## config.mk

```make
export PLATFORM = sky130hd
export DESIGN_NAME = tcce_ctrl
export DESIGN_NICKNAME = d
export VERILOG_FILES = /design/src/tcce_pkg.sv /design/src/tcce_ctrl.sv
export SDC_FILE = /design/constraint.sdc
export NUM_CORES = 1
export LEC_CHECK = 0
export BUFFER_PORTS_ARGS = -buffer_cell sky130_fd_sc_hd__buf_4
export CAP_MARGIN = 20
export CORE_AREA = 2 2 39 41
export DETAILED_ROUTE_END_ITERATION = 8
export DIE_AREA = 0 0 41 43
export GPL_TIMING_DRIVEN = 1
export HOLD_SLACK_MARGIN = 0.15
export REMOVE_ABC_BUFFERS = 1
export SLEW_MARGIN = 5
export SYNTH_ARGS = -nofsm -noshare
export SYNTH_HDL_FRONTEND = slang
export SYNTH_SLANG_ARGS = --single-unit
```

## constraint.sdc

```tcl
create_clock -name clock -period 1.2 [get_ports clock]
set_input_delay 0.18 -clock clock [delete_from_list [all_inputs] [get_ports clock]]
set_output_delay 0.18 -clock clock [all_outputs]
set_load 0.02 [all_outputs]
```

## src/tcce_pkg.sv

```systemverilog
// shared types and constants for the text console character engine
package tcce_pkg;

   // request operation codes
   localparam logic [1:0] OP_PUT   = 2'd0;
   localparam logic [1:0] OP_READ  = 2'd1;
   localparam logic [1:0] OP_SET   = 2'd2;
   localparam logic [1:0] OP_CLEAR = 2'd3;

   // character codes handled by put character
   localparam logic [7:0] CHAR_BS       = 8'h08;
   localparam logic [7:0] CHAR_TAB      = 8'h09;
   localparam logic [7:0] CHAR_LF       = 8'h0A;
   localparam logic [7:0] CHAR_CR       = 8'h0D;
   localparam logic [7:0] CHAR_PRINT_LO = 8'h20;
   localparam logic [7:0] CHAR_PRINT_HI = 8'h7F;

   localparam logic [7:0] BLANK_CHAR = 8'h20;
   localparam logic [7:0] RESET_ATTR = 8'h0F;
   localparam int         TAB_STEP   = 8;

   // field widths of the request and response
   localparam int CHAR_W = 8;
   localparam int ATTR_W = 8;
   localparam int TCOL_W = 7;
   localparam int TLINE_W = 5;
   localparam int CELL_W = 16;
   localparam int POS_W = 11;

   typedef enum logic [1:0] {
      SW_NONE,
      SW_COPY,
      SW_FILL_ATTR,
      SW_FILL_RESET
   } sweep_type;

   typedef struct packed {
      logic      take_req;
      logic      exec_put;
      logic      set_cursor;
      logic      home;
      logic      read_issue;
      logic      read_capture;
      logic      load_rsp;
      sweep_type sweep;
   } cmd_type;

   typedef struct packed {
      logic [1:0] op;
      logic       put_scroll;
      logic       sweep_last;
      logic       rsp_free;
   } status_type;

endpackage

```

## src/tcce_ctrl.sv

```systemverilog
// sequencing state machine for the text console character engine
module tcce_ctrl (
   input  logic                 clock,
   input  logic                 reset,
   input  logic                 req_valid,
   output logic                 req_stall,
   input  tcce_pkg::status_type status,
   output tcce_pkg::cmd_type    cmd
);

   typedef enum logic [2:0] {
      ST_IDLE,
      ST_EXEC,
      ST_READ_WAIT,
      ST_SWEEP,
      ST_FINISH
   } state_type;

   state_type           state_ff, state_in;
   tcce_pkg::sweep_type mode_ff, mode_in;

   assign req_stall = (state_ff != ST_IDLE);

   always_comb begin
      state_in = state_ff;
      mode_in  = mode_ff;
      cmd      = '0;
      cmd.sweep = tcce_pkg::SW_NONE;
      unique case (state_ff)
         ST_IDLE: begin
            if (req_valid) begin
               cmd.take_req = 1'b1;
               state_in     = ST_EXEC;
            end
         end
         ST_EXEC: begin
            unique case (status.op)
               tcce_pkg::OP_PUT: begin
                  cmd.exec_put = 1'b1;
                  if (status.put_scroll) begin
                     mode_in  = tcce_pkg::SW_COPY;
                     state_in = ST_SWEEP;
                  end else begin
                     state_in = ST_FINISH;
                  end
               end
               tcce_pkg::OP_READ: begin
                  cmd.read_issue = 1'b1;
                  state_in       = ST_READ_WAIT;
               end
               tcce_pkg::OP_SET: begin
                  cmd.set_cursor = 1'b1;
                  state_in       = ST_FINISH;
               end
               tcce_pkg::OP_CLEAR: begin
                  cmd.home = 1'b1;
                  mode_in  = tcce_pkg::SW_FILL_ATTR;
                  state_in = ST_SWEEP;
               end
            endcase
         end
         ST_READ_WAIT: begin
            cmd.read_capture = 1'b1;
            state_in         = ST_FINISH;
         end
         ST_SWEEP: begin
            cmd.sweep = mode_ff;
            if (status.sweep_last) begin
               // the power-up fill has no request behind it
               state_in = (mode_ff == tcce_pkg::SW_FILL_RESET) ? ST_IDLE : ST_FINISH;
            end
         end
         ST_FINISH: begin
            if (status.rsp_free) begin
               cmd.load_rsp = 1'b1;
               state_in     = ST_IDLE;
            end
         end
         default: begin
            state_in = ST_IDLE;
         end
      endcase
   end

   always_ff @(posedge clock) begin
      if (reset) begin
         state_ff <= ST_SWEEP;
         mode_ff  <= tcce_pkg::SW_FILL_RESET;
      end else begin
         state_ff <= state_in;
         mode_ff  <= mode_in;
      end
   end

endmodule

```

# Word level (Yosys, flattened, before mapping)
# Cells that the tools add are included.
word_totals:
  register_bits: 5
  inputBits: 8
  output_inout_bits: 10
classes:
  eq_ne: 12
  muxes: 20
  n_reduce_logical: 6
ops:
  columns: ["cell", "n"]
  rows:
  - ["$mux W3", 5]
  - ["$pmux W3 S5", 1]
  - ["$pmux W3 S4", 1]
  - ["$mux W1", 9]
  - ["$ne A2 B2 Y1 const B", 4]
  - ["$eq A2 B2 Y1 const B", 3]
  - ["$eq A3 B2 Y1 const B", 2]
  - ["$reduce_and A3 Y1", 2]
  - ["$mux W2", 2]
  - ["$mux W4", 1]
  - ["$pmux W2 S2", 1]
  - ["$eq A3 B1 Y1 const B", 1]
  - ["$eq A3 B3 Y1 const B", 1]
  - ["$logic_not A3 Y1", 1]
  - ["$reduce_bool A3 Y1", 1]
  - ["$eq A2 B1 Y1 const B", 1]
  - ["$logic_not A2 Y1", 1]
  - ["$reduce_bool A2 Y1", 1]

# Longest topological paths before layout
depth:
  word_depth: 4
  ltp_mapped: 4

# Worst setup path before layout
# Ideal clock, no wire load.
synth_path:
  path_kind: "flip-flop to output port"
  from: "register state_ff[0]"
  to: "output port cmd[8] in the netlist's numbering"
  arrival_time_ps: 1260
  path_slack_ps: -240
  path_stages_with_launch: 4
  n_path_buf: 1
  path_cell_list: "dfxtp_1 > buf_2 > or3_1 > nor2_1"
synth_lines:
  columns: ["item", "line", "source"]
  rows:
  - ["from (decl)", "tcce_ctrl.sv:19", "state_type state_ff, state_in;"]
  - ["from (signal assigned)", "tcce_ctrl.sv:90", "state_ff <= state_in;"]
  - ["to (decl)", "tcce_ctrl.sv:8", "output tcce_pkg::cmd_type cmd"]

==> impl_results.md <==
* Outcome: finished with violations
* Failing checks: setup timing
* Max IR drop VDD at 545 uV
* Clk_lat worst skew at 0.24 ns
* Synth warn at 0
* PortBufs at 17
* # setup viols final at 10
* Pre-antenna DRT Iters at 4
* Total GRT Usage at 0.148
* Routed Antenna Nets at 0
* Grt ovf at 0
* Post-synth top area share at 0.263
* Die width at 41 um
* Max-Slew Margin vs Limit at 0.813
* Core area at 1380 um2
* Setup Skew at 0.00304 ns
* Synthesized area at 380 um2
* Setup crit start kind: register
* Final Hold Fails at 0
* Routed wire length at 1240 um
* Seq/Total Area, Yosys at 0.263
* Layout Nets at 89
* Inst Count DP at 89
* Vias in the first global route at 441
* First-pass GRT wire length at 1770 um
* Synth cell types at 26
* Cells after Synth at 47
* Final non-filler cell total at 96
* Clock transition at the registers of the reported paths at 0.05 ns
* Area leader, netlist: dfxtp_1
* Leakage power total at 0.350 nW
* Synth async-reset ratio at 0
* Rows at 14
* Layout area overhead at 94.7%
* DR iter-0 viols at 4
* GPL Wtd Cong at 0.782
* Slowest library cell on the worst path: or3_4
* Worst EP required at 1.02 ns
* CTS Buffer Depth at 2
* Multi-input logic area at 322 um2
* Worst slew pin tran at 0.277 ns
* Top_reg_cell synth: dfxtp_1
* Final min period at 1.41 ns
* Detailed placement HPWL at 861 um
* TritonCTS clock tree: done
* Commonest cells in the netlist: 5 x and3_1, 5 x dfxtp_1, 5 x nor2_1
* Final Max Slew Viols at 0
* Vias per inst at 4.89
* Worst path setup slack after routing at -0.215 ns
* H-Tree Depth at 1
* Initial antenna violation count at 0
* FILL cells at 138
* Avg Inst Size Synth at 8.09 um2
* Chip Height at 43 um
* Fin crit share at 1.18
* WL/cell at 12.9 um
* Total die area at 1760 um2
* Clock Tree Root: clkbuf_4
* CP delay by family, top: simple AND/OR/NAND/NOR gates
* Top Ports at 18
* DRC Markers at 0
* Antenna diode count at 0
* Yosys reg bits at 5
* Largest net degree at the start of global routing at 10
* Total number of vias at 469
* Worst Hold Class: in2reg
* Clk sink count at 5
* Setup crit end kind: primary output
* Fmax at 707 MHz
* PD cells at 1090 nW/um2
* Critical path class: reg2out
* CP max stage delay at 0.40 ns
* RSZ-0062 raised after global routing: yes
* Main area contributors after synthesis: dfxtp_1 26%, and3_1 8.2%, nor2b_1 6.6%
* CP bufs+invs at 1
* Critical path cell sequence: or3_4, nor2_4, buf_6
* Cts bufs inserted at 3
* FF/Latch Area at 111 um2
* Post-synth EDFFs at 0
* Max_cap viols at 0
* CP arrival at 1.23 ns
* Starting density of the core at 0.275
* Crit-path max FO at 6
* Minimum hold slack at 0.181 ns
* Layout cells sized above 1 at 0.625
-- sequential cells by signal, summed over array words and instances, names as in the netlist --
name,flops
mode_ff,2
state_ff,3
-- cells in the final DEF (no fill, tap or decap) --
cell and count:
inv_1 2, o41ai_2 1, nand2b_1 1, dfxtp_4 3
or3_4 1, dlygate4sd3_1 1, a21oi_1 2, nor2b_1 1
a32oi_1 1, a21bo_2 1, and4b_1 1, nor2_4 1
nand4bb_4 1, dfxtp_1 2, nor2_2 2, clkbuf_4 3
and3_4 2, clkbuf_1 1, and3_1 4, nor2b_2 2
or3b_1 1, nand2_1 4, a31oi_1 2, nor3_1 1
buf_4 25, nand3_1 1, a2111o_1 1, nor2b_4 1
o21bai_1 1, nor3b_4 1, nor2_1 2, buf_6 5
o32ai_2 1, o21ai_0 1
-- where the power goes --
group	internal (mW)	switching, mW
combinational	0.229	0.167
sequential	0.187	0.0326
clock	0.126	0.0700
total	0.541	0.269
-- final timing paths --
| check | start | endpoint | slack, ns | cells past startpoint |
|---|---|---|---|---|
| worst max register to register | state_ff[2]$_SDFFE_PP0P_ | state_ff[2]$_SDFFE_PP0P_ | 0.02 | 4 |
| worst min register to register | mode_ff[1]$_SDFFE_PP1P_ | mode_ff[1]$_SDFFE_PP1P_ | 0.54 | 2 |
| worst max-delay path | state_ff[0]$_SDFFE_PP1P_ | cmd[8] | -0.21 | 3 |
| worst min-delay path | reset | state_ff[2]$_SDFFE_PP0P_ | 0.18 | 2 |
-- layout make-up --
class | count | area share
tap | 16 | 0.0270
sequential | 5 | 0.150
inverter | 2 | 0.0101
timing repair buffer | 31 | 0.343
clock buffer | 4 | 0.0355
multi-input combinational | 38 | 0.434
-- cells by family (layout without fill, tap and decap cells) --
family | Yosys count | in the layout | synth area share
flops | 5 | 5 | 0.263
buf+inv | 4 | 37 | 0.0625
compound gates | 11 | 11 | 0.237
simple gates | 27 | 27 | 0.437
-- through the flow --
step / util / setup slack [ns] / area, um2 / TNS, ns / total power [mW]
2_1_floorplan: - / -0.174 / 364 / -0.542 / 0.358
3_3_place_gp: 0.429 / -0.0389 / 594 / -0.0619 / 0.521
3_5_place_dp: 0.429 / -0.0911 / 594 / -0.224 / 0.525
4_1_cts: 0.477 / -0.204 / 661 / -1.70 / 0.756
5_1_grt: 0.535 / -0.250 / 741 / -2.05 / 0.858
6_report: 0.535 / -0.215 / 741 / -1.55 / 0.811
-- metal layers --
| layer | part of all wire | wire (um) | vias to the layer above | global-route usage |
|---|---|---|---|---|
| met4 | 0 | 0 | 0 | 0.0800 |
| met3 | 0.031 | 38 | 0 | 0.0157 |
| met5 | 0 | 0 | - | 0 |
| met2 | 0.51 | 636 | 7 | 0.228 |
| li1 | - | - | 238 | - |
| met1 | 0.45 | 560 | 224 | 0.191 |
-- worst reg2reg max path: stages, from the launching register on --
cell      delay, ns
dfxtp_4        0.37
buf_4          0.14
buf_4          0.13
a2111o_1       0.36
o32ai_2        0.09
-- what timing repair did --
action,CTS,global route
setup endpoints to repair,12,11
hold buffers,1,0
resized for setup,8,18
setup buffers,1,1
pin swaps,0,6
endpoints found under the hold margin,1,0
Power figures use the tool's default switching activity.
